**config.mk**
```make
export PLATFORM = sky130hd
export DESIGN_NAME = ook_pwm_frame_decoder
export DESIGN_NICKNAME = d
export VERILOG_FILES = /design/src/rtl/ofd_pkg.sv /design/src/rtl/ofd_front.sv /design/src/rtl/ofd_queue.sv /design/src/rtl/ofd_back.sv /design/src/rtl/ook_pwm_frame_decoder.sv
export SDC_FILE = /design/constraint.sdc
export NUM_CORES = 1
export LEC_CHECK = 0
export ABC_CLOCK_PERIOD_IN_PS = 14800
export BUFFER_PORTS_ARGS = -buffer_cell sky130_fd_sc_hd__buf_2
export CORE_UTILIZATION = 63
export DETAILED_ROUTE_END_ITERATION = 8
export PLACE_DENSITY = 0.8
export SKIP_LAST_GASP = 1
export SYNTH_ARGS = -nofsm -noshare
export SYNTH_HDL_FRONTEND = slang
export SYNTH_SLANG_ARGS = --single-unit
export TNS_END_PERCENT = 5
```
**constraint.sdc**
```tcl
create_clock -name clk -period 14.8 [get_ports clk]
set_input_delay 0.74 -clock clk [delete_from_list [all_inputs] [get_ports clk]]
set_output_delay 0.74 -clock clk [all_outputs]
set_load 0.02 [all_outputs]
```
**src/rtl/ofd_pkg.sv**
```systemverilog
// ----------------------------------------------------------------------------
// OOK PWM frame decoder package
// Payload and config types, register indexes, reset values, length match.
// ----------------------------------------------------------------------------
`timescale 1ns / 1ps

package ofd_pkg;

	localparam int CODE_BITS = 64;

	typedef struct packed {
		logic        level;
		logic [15:0] duration;
	} in_t;

	typedef struct packed {
		logic [CODE_BITS-1:0] code;
		logic [6:0]           bit_count;
	} out_t;

	typedef struct packed {
		logic [11:0] short_unit;
		logic [11:0] long_unit;
		logic [9:0]  tolerance;
		logic [6:0]  min_frame_bits;
		logic [7:0]  min_preamble_pairs;
	} cfg_t;

	// classified pulse, as queued between front and back
	typedef struct packed {
		logic        level;
		logic [15:0] duration;
		logic        near_short;
		logic        near_start;
		logic        near_long;
		logic        at_gap;
	} cls_t;

	localparam logic [2:0] REG_SHORT_UNIT    = 3'd0;
	localparam logic [2:0] REG_LONG_UNIT     = 3'd1;
	localparam logic [2:0] REG_TOLERANCE     = 3'd2;
	localparam logic [2:0] REG_MIN_BITS      = 3'd3;
	localparam logic [2:0] REG_MIN_PREAMBLE  = 3'd4;

	localparam logic [11:0] RST_SHORT_UNIT   = 12'd200;
	localparam logic [11:0] RST_LONG_UNIT    = 12'd400;
	localparam logic [9:0]  RST_TOLERANCE    = 10'd80;
	localparam logic [6:0]  RST_MIN_BITS     = 7'd56;
	localparam logic [7:0]  RST_MIN_PREAMBLE = 8'd40;

	localparam logic [6:0] BITS_SAT  = 7'd127;
	localparam logic [7:0] PAIRS_SAT = 8'd255;

	// |d - n| < tol
	function automatic logic near_len(input logic [15:0] d, input logic [15:0] n,
			input logic [9:0] tol);
		logic [15:0] diff;
		diff = (d > n) ? (d - n) : (n - d);
		return diff < {6'd0, tol};
	endfunction

	function automatic logic [15:0] start_len(input logic [11:0] su);
		return {2'd0, su, 2'd0};
	endfunction

endpackage

```
**src/rtl/ofd_front.sv**
```systemverilog
// ----------------------------------------------------------------------------
// OOK PWM frame decoder front end
// Holds the config registers and classifies each pulse length.
// ----------------------------------------------------------------------------
`timescale 1ns / 1ps

module ofd_front (
	input  logic          clk,
	input  logic          arst_n,
	input  logic          cfg_valid,
	input  logic [2:0]    cfg_index,
	input  logic [11:0]   cfg_data,
	input  ofd_pkg::in_t  item,
	output ofd_pkg::cls_t cls,
	output ofd_pkg::cfg_t cfg
);

	ofd_pkg::cfg_t cfg_q;
	logic [16:0]   gap_len;

	always_ff @(posedge clk or negedge arst_n) begin
		if (!arst_n) begin
			cfg_q.short_unit         <= ofd_pkg::RST_SHORT_UNIT;
			cfg_q.long_unit          <= ofd_pkg::RST_LONG_UNIT;
			cfg_q.tolerance          <= ofd_pkg::RST_TOLERANCE;
			cfg_q.min_frame_bits     <= ofd_pkg::RST_MIN_BITS;
			cfg_q.min_preamble_pairs <= ofd_pkg::RST_MIN_PREAMBLE;
		end else if (cfg_valid) begin
			case (cfg_index)
				ofd_pkg::REG_SHORT_UNIT:   cfg_q.short_unit <= cfg_data;
				ofd_pkg::REG_LONG_UNIT:    cfg_q.long_unit <= cfg_data;
				ofd_pkg::REG_TOLERANCE:    cfg_q.tolerance <= cfg_data[9:0];
				ofd_pkg::REG_MIN_BITS:     cfg_q.min_frame_bits <= cfg_data[6:0];
				ofd_pkg::REG_MIN_PREAMBLE: cfg_q.min_preamble_pairs <= cfg_data[7:0];
				default: ;
			endcase
		end
	end

	// stop gap: 10 short units plus two tolerances (short*8 + short*2)
	assign gap_len = {2'd0, cfg_q.short_unit, 3'd0} + {4'd0, cfg_q.short_unit, 1'b0}
		+ {6'd0, cfg_q.tolerance, 1'b0};

	always_comb begin
		cls.level      = item.level;
		cls.duration   = item.duration;
		cls.near_short = ofd_pkg::near_len(item.duration, {4'd0, cfg_q.short_unit},
			cfg_q.tolerance);
		cls.near_start = ofd_pkg::near_len(item.duration,
			ofd_pkg::start_len(cfg_q.short_unit), cfg_q.tolerance);
		cls.near_long  = ofd_pkg::near_len(item.duration, {4'd0, cfg_q.long_unit},
			cfg_q.tolerance);
		cls.at_gap     = {1'b0, item.duration} >= gap_len;
	end

	assign cfg = cfg_q;

endmodule

```
**src/rtl/ofd_queue.sv**
```systemverilog
// ----------------------------------------------------------------------------
// OOK PWM frame decoder queue
// Two-entry FIFO of classified pulses between front and back.
// ----------------------------------------------------------------------------
`timescale 1ns / 1ps

module ofd_queue (
	input  logic          clk,
	input  logic          arst_n,
	input  logic          push,
	input  ofd_pkg::cls_t wr_data,
	output logic          full,
	input  logic          pop,
	output logic          empty,
	output ofd_pkg::cls_t rd_data
);

	ofd_pkg::cls_t slot_q [2];
	logic          wr_ptr_q;
	logic          rd_ptr_q;
	logic [1:0]    count_q;

	assign full    = count_q[1];
	assign empty   = (count_q == 2'd0);
	assign rd_data = slot_q[rd_ptr_q];

	always_ff @(posedge clk) begin
		if (push) begin
			slot_q[wr_ptr_q] <= wr_data;
		end
	end

	always_ff @(posedge clk or negedge arst_n) begin
		if (!arst_n) begin
			wr_ptr_q <= 1'b0;
			rd_ptr_q <= 1'b0;
			count_q  <= 2'd0;
		end else begin
			if (push) begin
				wr_ptr_q <= ~wr_ptr_q;
			end
			if (pop) begin
				rd_ptr_q <= ~rd_ptr_q;
			end
			case ({push, pop})
				2'b10:   count_q <= count_q + 2'd1;
				2'b01:   count_q <= count_q - 2'd1;
				default: count_q <= count_q;
			endcase
		end
	end

endmodule

```
**src/rtl/ofd_back.sv**
```systemverilog
// ----------------------------------------------------------------------------
// OOK PWM frame decoder back end
// Frame sequencer: preamble count, bit decode, stop detect, result register.
// ----------------------------------------------------------------------------
`timescale 1ns / 1ps

module ofd_back #(
	parameter int CODE_WIDTH = 64
) (
	input  logic          clk,
	input  logic          arst_n,
	input  ofd_pkg::cfg_t cfg,
	input  logic          empty,
	input  ofd_pkg::cls_t cls,
	output logic          pop,
	output logic          out_valid,
	input  logic          out_ready,
	output ofd_pkg::out_t out_data
);

	localparam logic [1:0] PH_IDLE     = 2'd0;
	localparam logic [1:0] PH_PREAMBLE = 2'd1;
	localparam logic [1:0] PH_HIGH     = 2'd2;
	localparam logic [1:0] PH_LOW      = 2'd3;

	logic [1:0]            phase_q, phase_d;
	logic [15:0]           last_high_q, last_high_d;
	logic [7:0]            pairs_q, pairs_d;
	logic [CODE_WIDTH-1:0] shift_q, shift_d, shift_push;
	logic [6:0]            bits_q, bits_d, bits_push;
	logic                  out_valid_q;
	ofd_pkg::out_t         out_data_q;
	logic                  emit;
	logic                  push_bit, bit_val;
	logic                  last_short, last_start, last_long;

	assign pop = !empty && (!out_valid_q || out_ready);

	assign last_short = ofd_pkg::near_len(last_high_q, {4'd0, cfg.short_unit}, cfg.tolerance);
	assign last_start = ofd_pkg::near_len(last_high_q, ofd_pkg::start_len(cfg.short_unit),
		cfg.tolerance);
	assign last_long  = ofd_pkg::near_len(last_high_q, {4'd0, cfg.long_unit}, cfg.tolerance);

	assign shift_push = {shift_q[CODE_WIDTH-2:0], bit_val};
	assign bits_push  = (bits_q == ofd_pkg::BITS_SAT) ? bits_q : bits_q + 7'd1;

	always_comb begin
		phase_d     = phase_q;
		last_high_d = last_high_q;
		pairs_d     = pairs_q;
		shift_d     = shift_q;
		bits_d      = bits_q;
		emit        = 1'b0;
		push_bit    = 1'b0;
		bit_val     = 1'b0;
		case (phase_q)
			PH_IDLE: begin
				if (cls.level && cls.near_short) begin
					phase_d     = PH_PREAMBLE;
					last_high_d = cls.duration;
					pairs_d     = 8'd0;
				end
			end
			PH_PREAMBLE: begin
				if (cls.level) begin
					if (cls.near_short || cls.near_start) begin
						last_high_d = cls.duration;
					end else begin
						phase_d = PH_IDLE;
					end
				end else if (cls.near_short && last_short) begin
					if (pairs_q != ofd_pkg::PAIRS_SAT) begin
						pairs_d = pairs_q + 8'd1;
					end
				end else if (cls.near_short && last_start
						&& (pairs_q > cfg.min_preamble_pairs)) begin
					phase_d = PH_HIGH;
					shift_d = '0;
					bits_d  = 7'd0;
				end else begin
					phase_d = PH_IDLE;
				end
			end
			PH_HIGH: begin
				if (cls.level) begin
					last_high_d = cls.duration;
					phase_d     = PH_LOW;
				end else begin
					phase_d = PH_IDLE;
				end
			end
			default: begin
				phase_d = PH_IDLE;
				if (cls.level) begin
					phase_d = PH_IDLE;
				end else if (cls.at_gap) begin
					// stop gap: last bit from the pending high, then judge the frame
					push_bit = last_short || last_long;
					bit_val  = !last_short;
					emit     = ((push_bit ? bits_push : bits_q) >= cfg.min_frame_bits);
					shift_d  = '0;
					bits_d   = 7'd0;
				end else if (last_short && cls.near_long) begin
					push_bit = 1'b1;
					shift_d  = shift_push;
					bits_d   = bits_push;
					phase_d  = PH_HIGH;
				end else if (last_long && cls.near_short) begin
					push_bit = 1'b1;
					bit_val  = 1'b1;
					shift_d  = shift_push;
					bits_d   = bits_push;
					phase_d  = PH_HIGH;
				end
			end
		endcase
	end

	always_ff @(posedge clk or negedge arst_n) begin
		if (!arst_n) begin
			phase_q     <= PH_IDLE;
			last_high_q <= 16'd0;
			pairs_q     <= 8'd0;
			shift_q     <= '0;
			bits_q      <= 7'd0;
			out_valid_q <= 1'b0;
		end else begin
			if (pop) begin
				phase_q     <= phase_d;
				last_high_q <= last_high_d;
				pairs_q     <= pairs_d;
				shift_q     <= shift_d;
				bits_q      <= bits_d;
				out_valid_q <= emit;
			end else if (out_ready) begin
				out_valid_q <= 1'b0;
			end
		end
	end

	always_ff @(posedge clk) begin
		if (pop && emit) begin
			out_data_q.code      <= ofd_pkg::CODE_BITS'(push_bit ? shift_push : shift_q);
			out_data_q.bit_count <= push_bit ? bits_push : bits_q;
		end
	end

	assign out_valid = out_valid_q;
	assign out_data  = out_data_q;

endmodule

```
**src/rtl/ook_pwm_frame_decoder.sv**
```systemverilog
// ----------------------------------------------------------------------------
// OOK PWM frame decoder
// Decodes pulse-width coded on-off-keyed remote frames from demodulated pulses.
// ----------------------------------------------------------------------------
// One pulse transaction (level, duration) is taken per clock while in_ready is
// high. The edge that accepts a pulse writes its classification into a
// two-entry queue; the back-end frame sequencer pops it when the result
// register is free or being taken and loads the result register, so out_valid
// rises once the pulse that ends a frame is popped, and the register holds the
// code until it is taken. Sustained rate is one pulse per cycle while the
// output is not stalled; a stalled output lets the queue fill before
// in_ready drops. Durations are matched as |d - n| < tolerance against the
// short, four-short (start) and long units; a low of 10 short units plus two
// tolerances ends a frame. The code holds the newest CODE_WIDTH bits, newest
// in bit 0, upper bits zero. Config writes are always accepted (cfg_ready is
// tied high) and must be issued only while no pulse is in flight.
// ----------------------------------------------------------------------------
`timescale 1ns / 1ps

module ook_pwm_frame_decoder #(
	parameter int CODE_WIDTH = 64
) (
	input  logic          clk,
	input  logic          arst_n,
	// pulse channel
	input  logic          in_valid,
	output logic          in_ready,
	input  ofd_pkg::in_t  in_data,
	// result channel
	output logic          out_valid,
	input  logic          out_ready,
	output ofd_pkg::out_t out_data,
	// config write channel
	input  logic          cfg_valid,
	output logic          cfg_ready,
	input  logic [2:0]    cfg_index,
	input  logic [11:0]   cfg_data
);

	ofd_pkg::cls_t front_cls;
	ofd_pkg::cls_t head_cls;
	ofd_pkg::cfg_t cfg;
	logic          q_full;
	logic          q_empty;
	logic          q_pop;
	logic          q_push;

	assign cfg_ready = 1'b1;
	assign in_ready  = !q_full;
	assign q_push    = in_valid && !q_full;

	// front: config registers and per-pulse length classification
	ofd_front u_front (
		.clk       (clk),
		.arst_n    (arst_n),
		.cfg_valid (cfg_valid),
		.cfg_index (cfg_index),
		.cfg_data  (cfg_data),
		.item      (in_data),
		.cls       (front_cls),
		.cfg       (cfg)
	);

	// decoupling queue
	ofd_queue u_queue (
		.clk     (clk),
		.arst_n  (arst_n),
		.push    (q_push),
		.wr_data (front_cls),
		.full    (q_full),
		.pop     (q_pop),
		.empty   (q_empty),
		.rd_data (head_cls)
	);

	// back: frame sequencer and result register
	ofd_back #(
		.CODE_WIDTH (CODE_WIDTH)
	) u_back (
		.clk       (clk),
		.arst_n    (arst_n),
		.cfg       (cfg),
		.empty     (q_empty),
		.cls       (head_cls),
		.pop       (q_pop),
		.out_valid (out_valid),
		.out_ready (out_ready),
		.out_data  (out_data)
	);

endmodule

```
Word level (Yosys, flattened, before mapping)
Memories as Yosys holds them, arrays and structs flattened.
Index checks and enable logic that the tools add are counted.
{"block": "word_totals", "elab_cells": 174, "regBits": 222, "in_bits": 37, "memories": 1, "mem_bits_rw": 42, "out_inout_bits": 74}
{"memory": "u_queue.slot_q", "depth": 2, "word_bits": 21, "rd": 1, "rd_ports_with_merged_regs": 0, "write_ports": 1, "line": "ofd_queue.sv:18", "text": "ofd_pkg::cls_t slot_q [2];"}
{"block": "op_classes", "eq_ne": 21, "muxes": 64, "n_reduce_logical": 35, "add_sub_neg": 18, "order_cmp": 15, "n_bitwise": 4}
{"op": "two-way mux 64 bit", "n": 8}
{"op": "two-way mux 16 bit", "n": 10}
{"op": "one-hot mux 64 bit (2 select lines)", "n": 1}
{"op": "less-than comparator 16 x 10 -> 1 bit", "n": 6}
{"op": "two-way mux 7 bit", "n": 10}
{"op": "greater-than comparator 16 x 12 -> 1 bit", "n": 4}
{"op": "subtractor 12 x 16 -> 16 bit", "n": 4}
{"op": "subtractor 16 x 12 -> 16 bit", "n": 4}
{"op": "one-hot mux 16 bit (3 select lines)", "n": 1}
{"op": "greater-than comparator 16 x 14 -> 1 bit", "n": 2}
{"op": "two-way mux 8 bit", "n": 4}
{"op": "subtractor 14 x 16 -> 16 bit", "n": 2}
{"op": "subtractor 16 x 14 -> 16 bit", "n": 2}
{"op": "two-way mux 2 bit", "n": 10}
{"op": "AND reduction 6 bit", "n": 3}
{"op": "adder 17 x 11 -> 17 bit", "n": 1}
{"op": ">= comparator 16 x 17 -> 1 bit", "n": 1}
{"op": "adder 15 x 13 -> 16 bit", "n": 1}
{"op": "two-way mux 1 bit", "n": 16}
{"op": "one-hot mux 8 bit (2 select lines)", "n": 1}
{"op": "!= test 2 x 1 -> 1 bit (second input constant)", "n": 7}
{"op": "one-hot mux 7 bit (2 select lines)", "n": 1}
{"op": "AND reduction 2 bit", "n": 5}
{"op": "logical AND 1 bit", "n": 9}
{"op": "other kinds (29)", "n": 44}

Longest topological paths before layout
Gate-level depths: netlist (run 1).
{"block": "logic_depth", "word_depth": 14, "depth_mapped": 35, "mapped_depth_nobuf": 34}

Hierarchy
From an unflattened synthesis (run 1), not the netlist that was laid out.
{"block": "hier_totals", "cells_unflattened": 2321, "hier_area_um2": 21635.8}
{"module": "ofd_back", "cells_each": 1319, "area_each_um2": 12301.8, "instances": 1, "seq_area_each_um2": 4584.4}
{"module": "ofd_front", "cells_each": 918, "area_each_um2": 7614.8, "instances": 1, "seq_area_each_um2": 1242.4}
{"module": "ofd_queue", "cells_each": 80, "area_each_um2": 1697.9, "instances": 1, "seq_area_each_um2": 1361.3}
{"module": "ook_pwm_frame_decoder", "cells_each": 4, "area_each_um2": 21.3, "instances": 1, "seq_area_each_um2": 0.0}

Worst setup path before layout (run 1)
Ideal clock, no wire load.
{"block": "synth_path", "kind": "reg-to-reg", "startpoint": "register u_front.cfg_q (netlist bit u_front.cfg[38])", "endpoint": "register u_back.out_data_q (netlist bit u_back.out_data[0]), enable pin", "n_path_buf": 1, "stages_incl_launch_ff": 33, "arrival_time_ns": 10.852, "setup_ns": 0.587, "required_time_ns": 14.213, "setup_slack_ns": 3.360, "period_less_slack_ns": 11.440, "cell_sequence": "dfrtp_1 inv_1 ha_1 nand4_1 or4_4 a21oi_2 o21ai_2 mux2i_1 a221o_1 a21oi_1 xnor2_1 ha_1 o211a_1 a211oi_1 a21oi_1 nor4_1 o211ai_1 a211oi_1 o21ai_1 or2_0 buf_4 o21ai_1 nand2_1 mux2_1 ha_1 a21o_1 a21o_1 a21oi_1 nor2b_1 o21ai_0 nand2b_1 a21oi_1 nor3_1"}
{"block": "synth_between", "elab_chain_len": 10, "word_cells_on_any_way": 12, "classes_between": "add/sub (2); order compare (3); mux (5); reduce/logical (2)"}
{"element": "start: declaration", "line": "ofd_front.sv:18", "text": "ofd_pkg::cfg_t cfg_q;"}
{"element": "subtractor 12 x 16 -> 16 bit (tied with other cells)", "line": "ofd_pkg.sv:58", "text": "diff = (d > n) ? (d - n) : (n - d);"}
{"element": "two-way mux 16 bit (*)", "line": "ofd_pkg.sv:58"}
{"element": "less-than comparator 16 x 10 -> 1 bit (*)", "line": "ofd_pkg.sv:59", "text": "return diff < {6'd0, tol};"}
{"element": "logical OR 1 bit (*)", "line": "ofd_back.sv:98", "text": "push_bit = last_short || last_long;"}
{"element": "two-way mux 7 bit (*)", "line": "ofd_back.sv:100", "text": "emit = ((push_bit ? bits_push : bits_q) >= cfg.min_frame_bits);"}
{"element": ">= comparator 7 bit (*)", "line": "ofd_back.sv:100"}
{"element": "two-way mux 1 bit (*)", "line": "ofd_back.sv:96", "text": "end else if (cls.at_gap) begin"}
{"element": "two-way mux 1 bit (*)", "line": "ofd_back.sv:94", "text": "if (cls.level) begin"}
{"element": "two-way mux 1 bit (*)", "line": "ofd_back.sv:56", "text": "case (phase_q)"}
{"element": "logical AND 1 bit (*)", "line": "ofd_back.sv:142", "text": "if (pop && emit) begin"}
{"element": "end: declaration", "line": "ofd_back.sv:32", "text": "ofd_pkg::out_t out_data_q;"}
Mark *: on every way between the ends. The rest lies on a longest branch, timed or not.
A chain may end at the register's enable or synchronous reset.

Final worst setup path (run 1)
{"block": "layout_path", "startpoint": "register u_front.cfg_q (netlist bit u_front.cfg[38])", "endpoint": "register u_back.out_data_q (netlist bit u_back.out_data[58]), enable pin"}
Same word-level chain as after synthesis.

==> run metrics, run 1 <==
final setup violation count=0; static leakage=10.35 nW; Async SR Flop Fraction=0.5720; share of the synthesized area in compound gates (AO/OA/AOI/OAI)=0.1848; Slew HR=0.1777; simple logic cell fraction of the synthesized area=0.1319; worst-skew pair later-pin latency=560 ps; maximum number of pins on one net before global-route repair=between 80 and 90; setup TNS after final layout=0 ps; category of the most critical setup path=flip-flop to flip-flop; combinational family with the most area after synthesis=compound AO/OA/AOI/OAI gates; largest fanout on the critical path=71; power per cell area=192.0 nW/um^2; CTS tree=built; met3 track utilization from global routing=0.03942; commonest cells after routing, fill and taps aside=268 x sky130_fd_sc_hd__nand2_1, 253 x sky130_fd_sc_hd__ha_1, 195 x sky130_fd_sc_hd__inv_1; DRT Wirelength=60340 um; number of antenna violations at the first check in global routing=0; Slew Limit Fails=0; number of routed nets with antenna violations=0; worst-case register-to-register setup slack=around 6000 ps; Synth cell types=90; area delta synth->final=7.745%; vias in the first global route=17415; most repeated library cell on the critical path=sky130_fd_sc_hd__a21oi_1; Critical Path Source Type=flip-flop; aggregate global-route resource usage=0.3617; x dimension of the die=between 150 and 200 um; post-synthesis instance area=between 20000 and 25000 um^2; number of H-tree levels=1; Port-buffer cells=109; dominant register cell in the synthesized netlist=sky130_fd_sc_hd__dfrtp_1; final global-route overflow total=0; Hold Fails Final Rpt=0; number of gates resized after CTS=0; first-pass GRT wire length=94720 um; CP arrival=8940 ps; length of the first detailed-routing pass in iterations=6; outcome=finished clean; Synthesized Nets=about 2600; Hold-fix buffers, CTS=0; DRC violations left=0; Routed WL per cell=21.45 um; worst hold slack=approximately 240 ps; worst slack at placement=6211 ps; layer with the highest usage after global routing=met2; TritonCTS buffer count=27; std cell rows=66; longest individual stage delay on the worst path=710 ps; number of warnings issued by yosys=0; RSZ-0062 raised after global routing=false; number of design-rule violations left by the first detailed-router iteration=1505; die height=184.0 um; minimum clock period=8761 ps; type of element capturing the critical path=flip-flop; maximum root-to-sink buffer count=3; number of inserted diodes=0; Fmax=0.1141 GHz; final cell utilization of the core=0.6912; CTS clk-pin slew, worst paths=approximately 60 ps; slew at the pin with the worst max-slew slack=1202 ps; die area=33860 um^2; adder and majority gate portion of the synthesized area=0.1632; Post-Synthesis Mean Instance Area=9.111 um^2; worst vdd ir=about 0.10 mV; total via count in the routed design=17629; placed wire-length estimate=46460 um; worst clock skew=18.18 ps; number of instances in the synthesized netlist=roughly 2300; Final GP Congestion=1.040; routed vias/inst=about 6.3; number of clock sinks seen by CTS=about 260; share of the cycle needed by the critical path after routing=0.5920; most frequent standard cell in the layout excluding fill and tap cells=sky130_fd_sc_hd__nand2_1; Synth Area in XOR/XNOR=0.04148; post-synthesis register bit count=264; I/O pin total=around 110; share of cells above drive strength 1=0.1012; area of the core=32540 um^2; required arrival time at the worst endpoint=14980 ps; mux cell area share after synthesis=0.07397; met2 GRT Util=0.6239; class of the most critical hold timing path=primary input to asynchronous set/reset pin; count of buffers added by post-CTS timing repair for setup=0; number of enable-type register cells in the synthesized netlist=113; number of nets in the layout=2652; number of maximum-capacitance violations=0; final setup margin=6039 ps; root buf cell=sky130_fd_sc_hd__clkbuf_16; slowest cell on the critical path=sky130_fd_sc_hd__o21ai_2; sequential share of the synthesized area=0.3444; effective utilization at floorplan=0.6415; global routing usage on met1=0.4477; Layout fillers=2600; depth of the worst register-to-register path=32
-- kinds of logic after synthesis --
kind of cell	after synthesis
fa+ha+maj	265
simple gates	598
xor+xnor	98
compound gates	623
other cells	1
flops	264
mux	150
buf+inv	292
-- worst max-delay path: cells and delay by family (launching register included) --
family,cells,cell delay [ps]
fa+ha+maj,3,860
compound gates,17,3590
xor+xnor,1,150
flops,1,580
simple gates,7,1390
mux,2,590
buf+inv,2,1170
-- power breakdown --
group | internal [mW] | switching, mW | total [mW]
Clock | 0.390 | 0.294 | 0.685
Combinational | 1.02 | 1.57 | 2.58
Sequential | 0.909 | 0.143 | 1.05
Total | 2.31 | 2.00 | 4.32
-- synthesized netlist by cell type (5+ instances only) --
| master | instances | area share |
|---|---|---|
| sky130_fd_sc_hd__a31oi_1 | 10 | 0.0030 |
| sky130_fd_sc_hd__dfstp_2 | 13 | 0.016 |
| sky130_fd_sc_hd__a21o_1 | 51 | 0.018 |
| sky130_fd_sc_hd__or4_1 | 5 | 0.0018 |
| sky130_fd_sc_hd__and3_1 | 17 | 0.0051 |
| sky130_fd_sc_hd__buf_4 | 6 | 0.0022 |
| sky130_fd_sc_hd__a221o_1 | 5 | 0.0024 |
| sky130_fd_sc_hd__nor2b_1 | 18 | 0.0054 |
| sky130_fd_sc_hd__o21bai_1 | 20 | 0.0072 |
| sky130_fd_sc_hd__nor2_1 | 117 | 0.021 |
| sky130_fd_sc_hd__mux2i_1 | 119 | 0.057 |
| sky130_fd_sc_hd__a2111oi_0 | 8 | 0.0034 |
| sky130_fd_sc_hd__xnor2_1 | 69 | 0.029 |
| sky130_fd_sc_hd__dfrtp_1 | 138 | 0.17 |
| sky130_fd_sc_hd__nor4_1 | 11 | 0.0033 |
| sky130_fd_sc_hd__o211ai_1 | 14 | 0.0050 |
| sky130_fd_sc_hd__nand3_1 | 38 | 0.0091 |
| sky130_fd_sc_hd__buf_2 | 20 | 0.0048 |
| sky130_fd_sc_hd__xor2_1 | 28 | 0.012 |
| sky130_fd_sc_hd__o21ai_1 | 68 | 0.016 |
| sky130_fd_sc_hd__or2_2 | 9 | 0.0027 |
| sky130_fd_sc_hd__clkbuf_1 | 50 | 0.0090 |
| sky130_fd_sc_hd__mux2_2 | 28 | 0.015 |
| sky130_fd_sc_hd__edfxtp_1 | 113 | 0.16 |
| sky130_fd_sc_hd__a21oi_1 | 175 | 0.042 |
| sky130_fd_sc_hd__nand4_1 | 21 | 0.0063 |
| sky130_fd_sc_hd__o21ai_0 | 150 | 0.036 |
| sky130_fd_sc_hd__a211oi_1 | 23 | 0.0083 |
| sky130_fd_sc_hd__inv_1 | 195 | 0.035 |
| sky130_fd_sc_hd__o221ai_1 | 7 | 0.0029 |
| sky130_fd_sc_hd__ha_1 | 253 | 0.15 |
| sky130_fd_sc_hd__o21a_1 | 26 | 0.0094 |
| sky130_fd_sc_hd__nor3_1 | 34 | 0.0082 |
| sky130_fd_sc_hd__nand2_1 | 268 | 0.048 |
| sky130_fd_sc_hd__nand2b_1 | 24 | 0.0072 |
| sky130_fd_sc_hd__o31ai_1 | 7 | 0.0025 |
| sky130_fd_sc_hd__buf_1 | 5 | 0.00090 |
| sky130_fd_sc_hd__fa_1 | 12 | 0.012 |
| sky130_fd_sc_hd__nand3b_1 | 6 | 0.0022 |
| sky130_fd_sc_hd__a21boi_0 | 8 | 0.0029 |
| sky130_fd_sc_hd__and2_1 | 7 | 0.0021 |
| sky130_fd_sc_hd__buf_6 | 15 | 0.0081 |
-- through the flow --
stage / area, um^2 / power (mW) / instances
6_report: 22490 / 4.318 / 2813
5_1_grt: 22490 / 4.624 / 2813
4_1_cts: 22490 / 4.276 / 2813
3_5_place_dp: 21600 / 3.577 / 2763
3_3_place_gp: 21600 / 3.525 / 2763
2_1_floorplan: 20870 / 2.886 / 2291
-- state kept, by name (all words and copies together), names as in the netlist --
register and flops:
u_back.out_data 71, u_back.shift_q 64, u_front.cfg 49, u_queue.slot_q 42, u_back.last_high_q 16, u_back.pairs_q 8
u_back.bits_q 7, u_back.phase_q 2, u_queue.count_q 2, u_back.out_valid 1, u_queue.rd_ptr_q 1, u_queue.wr_ptr_q 1
-- per-layer routing --
metal,share of wire,vias up,wire length (um)
met5,0,-,0
met4,0.054,0,3261
met3,0.058,160,3491
met2,0.49,645,29390
met1,0.40,8573,24200
li1,-,8251,-
-- path summary, 6_finish.rpt --
check / start / endpoint
setup / recovery: u_front.cfg[38] / u_back.out_data[58]
hold / removal: arst_n / u_back.shift_q[16]
setup reg to reg: u_front.cfg[38] / u_back.out_data[58]
hold reg to reg: u_front.cfg[14] / u_front.cfg[14]
max in group asynchronous: arst_n / u_back.shift_q[53]
min in group clk: in_data[16] / u_queue.slot_q[0][20]
-- area by class of cell --
class | count | area, um^2 | share of cell area
Multi-Input combinational cell | 1735 | 12450 | 0.5535
Sequential cell | 264 | 7188 | 0.3196
Clock buffer | 37 | 743.2 | 0.03305
Inverter | 196 | 735.7 | 0.03271
Timing Repair Buffer | 126 | 679.4 | 0.03021
Tap cell | 442 | 553.0 | 0.02459
Clock inverter | 13 | 141.4 | 0.006287
No activity file was read; power rests on OpenSTA's default activity.
==> run 2, diff against run 1 <==
--- a/config.mk
+++ b/config.mk
@@ -5,11 +5,11 @@
 export SDC_FILE = /design/constraint.sdc
 export NUM_CORES = 1
 export LEC_CHECK = 0
-export ABC_CLOCK_PERIOD_IN_PS = 14800
+export ABC_CLOCK_PERIOD_IN_PS = 7600
 export BUFFER_PORTS_ARGS = -buffer_cell sky130_fd_sc_hd__buf_2
-export CORE_UTILIZATION = 63
+export CORE_UTILIZATION = 57
 export DETAILED_ROUTE_END_ITERATION = 8
-export PLACE_DENSITY = 0.8
+export PLACE_DENSITY = 0.76
 export SKIP_LAST_GASP = 1
 export SYNTH_ARGS = -nofsm -noshare
 export SYNTH_HDL_FRONTEND = slang
==> constraint.sdc (replaced) <==
create_clock -name clk -period 7.6 [get_ports clk]
set_input_delay 0.38 -clock clk [delete_from_list [all_inputs] [get_ports clk]]
set_output_delay 0.38 -clock clk [all_outputs]
set_load 0.02 [all_outputs]
==> run 2 against run 1 <==
Effect of this change:
- the flow now finishes with violations (DRC)
- core utilization shrank 4.6 points
- global-route usage fell by 2.9 points
- hold slack got worse by 170 ps
==> run metrics, run 2 (synthesized netlist as in run 1, its figures left out) <==
outcome=finished with violations; violated checks=DRC; count of buffering cells on the critical path with inverters included=4 (+2); largest fanout on the critical path=40 (-44%); Slew HR=0.3308 (+0.1531); final global-route overflow total=0 (unchanged); slew at the pin with the worst max-slew slack=994.6 ps (-207.7 ps); std cell rows=69 (+4.5%); most frequent standard cell in the layout excluding fill and tap cells=sky130_fd_sc_hd__nand2_1; Slew Limit Fails=0 (unchanged); number of inserted diodes=0 (unchanged); number of maximum-capacitance violations=0 (unchanged); x dimension of the die=193.4 um (+5.1%); DRC violations left=8 (+8); Layout fillers=3000 (+15%); number of clock sinks seen by CTS=264 (unchanged); length of the first detailed-routing pass in iterations=8 (+2); CP arrival=7570 ps (-1370 ps); number of routed nets with antenna violations=0 (unchanged); Hold Fails Final Rpt=0 (unchanged); number of H-tree levels=1 (unchanged); longest individual stage delay on the worst path=420 ps (-290 ps); CTS tree=built; Largest register FFs=71 (unchanged); RSZ-0062 raised after global routing=true; total via count in the routed design=17708 (+0.45%); effective utilization at floorplan=0.5826 (-0.05894); die area=37390 um^2 (+10%); worst hold slack=69.76 ps (-166.8 ps); power share of the sequential group=0.227 (-0.016); net switching power figure=4.001 mW (+100%); maximum number of pins on one net before global-route repair=93 (+11%); worst vdd ir=0.1674 mV (+67%); type of element capturing the critical path=flip-flop; number of design-rule violations left by the first detailed-router iteration=1419 (-5.7%); Switching Fraction=0.4607 (-0.003435); share of cells above drive strength 1=0.1265 (+0.02532); setup TNS after final layout=0 ps (unchanged); worst-skew pair later-pin latency=590 ps (+30 ps); area of the core=35830 um^2 (+10%); first-pass GRT wire length=97740 um (+3.2%); Internal Power=4.683 mW (+100%); Combinational Power Share=0.607 (+0.009); slowest cell on the critical path=sky130_fd_sc_hd__fa_1; Port-buffer cells=109 (unchanged); DRT Wirelength=62110 um (+2.9%); routed vias/inst=6.134 (-2.1%); number of nets in the layout=2705 (+2.0%); aggregate global-route resource usage=0.3327 (-0.02899); number of stages on the worst hold path=1; Levels on crit path=36 (+13%); share of the cycle needed by the critical path after routing=0.9532 (+0.3613); area occupied by multi-input gates=12510 um^2 (+0.51%); category of the most critical setup path=flip-flop to flip-flop; die height=193.4 um (+5.1%); power per cell area=375.9 nW/um^2 (+96%); Final GP Congestion=1.012 (-2.7%); Fmax=0.1380 GHz (+21%); maximum root-to-sink buffer count=3 (unchanged); I/O pin total=111 (unchanged); area delta synth->final=10.69%; root buf cell=sky130_fd_sc_hd__clkbuf_16; Routed WL per cell=21.51 um (+0.30%); static leakage=10.66 nW (+3.0%); class of the most critical hold timing path=primary input to flip-flop; vias in the first global route=17679 (+1.5%); depth of the worst register-to-register path=36 (+13%); minimum clock period=7244 ps (-1517 ps); clock share of power=0.167 (+0.008); worst clock skew=19.57 ps (+1.386 ps); final setup violation count=0 (unchanged); required arrival time at the worst endpoint=7930 ps (-7050 ps); TritonCTS buffer count=30 (+11%); cell family with most CP delay=compound AO/OA/AOI/OAI gates; Critical Path Source Type=flip-flop; CTS clk-pin slew, worst paths=60 ps (about the same); number of antenna violations at the first check in global routing=0 (unchanged); commonest cells after routing, fill and taps aside=267 x sky130_fd_sc_hd__nand2_1, 252 x sky130_fd_sc_hd__ha_1, 191 x sky130_fd_sc_hd__inv_1; placed wire-length estimate=48400 um (+4.2%); Sequential cell area=7189 um^2 (about the same)
==> run 2: cell count changes in the layout (fill, tap and decap cells not counted), moves of 2 or more <==
cell                            previous run  this run
sky130_fd_sc_hd__clkbuf_16                27        30
sky130_fd_sc_hd__o21ai_4                   0         2
sky130_fd_sc_hd__buf_4                    17        62
sky130_fd_sc_hd__buf_12                    0         3
sky130_fd_sc_hd__inv_1                   195       191
sky130_fd_sc_hd__a21oi_1                 175       173
sky130_fd_sc_hd__clkinv_2                  3         5
sky130_fd_sc_hd__inv_2                     0         3
sky130_fd_sc_hd__clkinvlp_4                0         3
sky130_fd_sc_hd__clkbuf_1                  7         5
sky130_fd_sc_hd__inv_6                     2         0
sky130_fd_sc_hd__dlygate4sd3_1             0         2
==> run 2: worst register-to-register path: cells and delay by family (launching register included) <==
family	cells	cell delay (ps)
AND/OR/NAND/NOR	8	1340
flip-flops	1	380
multiplexers	1	150
AO/OA/AOI/OAI	17	3100
buffers and inverters	4	550
XOR/XNOR	2	250
adder cells (fa/ha/maj)	4	1200
==> run 2: repair_timing <==
action / in CTS / in global routing
endpoints found under the hold margin: 68 / 0
resized for setup: 0 / 0
hold buffers: 2 / 0
setup buffers: 0 / 6
endpoints found under the setup margin: 0 / 71
==> run 2: path summary, 6_finish.rpt <==
kind | from | end | slack (ps)
min | in_data[0] | u_queue.slot_q[0][4] | 70
min in group asynchronous | arst_n | u_back.pairs_q[3] | 430
max reg2reg | u_back.last_high_q[0] | u_back.out_data[70] | 360
max | u_back.last_high_q[0] | u_back.out_data[70] | 360
max in group asynchronous | arst_n | u_back.last_high_q[15] | 5730
min reg2reg | u_front.cfg[14] | u_front.cfg[14] | 510
==> run 2: power by group through the flow <==
stage	combinational [mW]	clock [mW]	sequential, mW
final	5.27	1.45	1.97
after global placement	5.09	0	1.97
after detailed placement	5.15	0	1.99
after floorplan	3.71	0	1.95
after global routing	5.78	1.52	2.00
after CTS	5.19	1.46	1.97
==> run 2: area by class of cell <==
class | count | area share
Sequential cell | 264 | 0.3112
Clock inverter | 17 | 0.007744
Timing Repair Buffer | 176 | 0.04749
Clock buffer | 38 | 0.03509
Multi-Input combinational cell | 1735 | 0.5415
Tap cell | 461 | 0.02496
Inverter | 196 | 0.03200
==> run 2: metrics by stage <==
stage               instances  power [mW]    util  area, um^2  setup slack (ps)
CTS                      2881       8.614  0.6436       23060             94.73
floorplan                2291       5.660       -       20950            -363.9
global placement         2824       7.064  0.6154       22050             286.6
detailed placement       2824       7.139  0.6154       22050             128.6
global route             2887       9.300  0.6449       23100            -98.02
finish                   2887       8.684  0.6449       23100             355.7
==> run 2: metal layers <==
layer	up-vias	track usage	share of wire
met5	-	0	0
met4	0	0.1339	0.038
met3	128	0.03522	0.057
met2	659	0.5863	0.49
met1	8578	0.4174	0.41
li1	8343	-	-
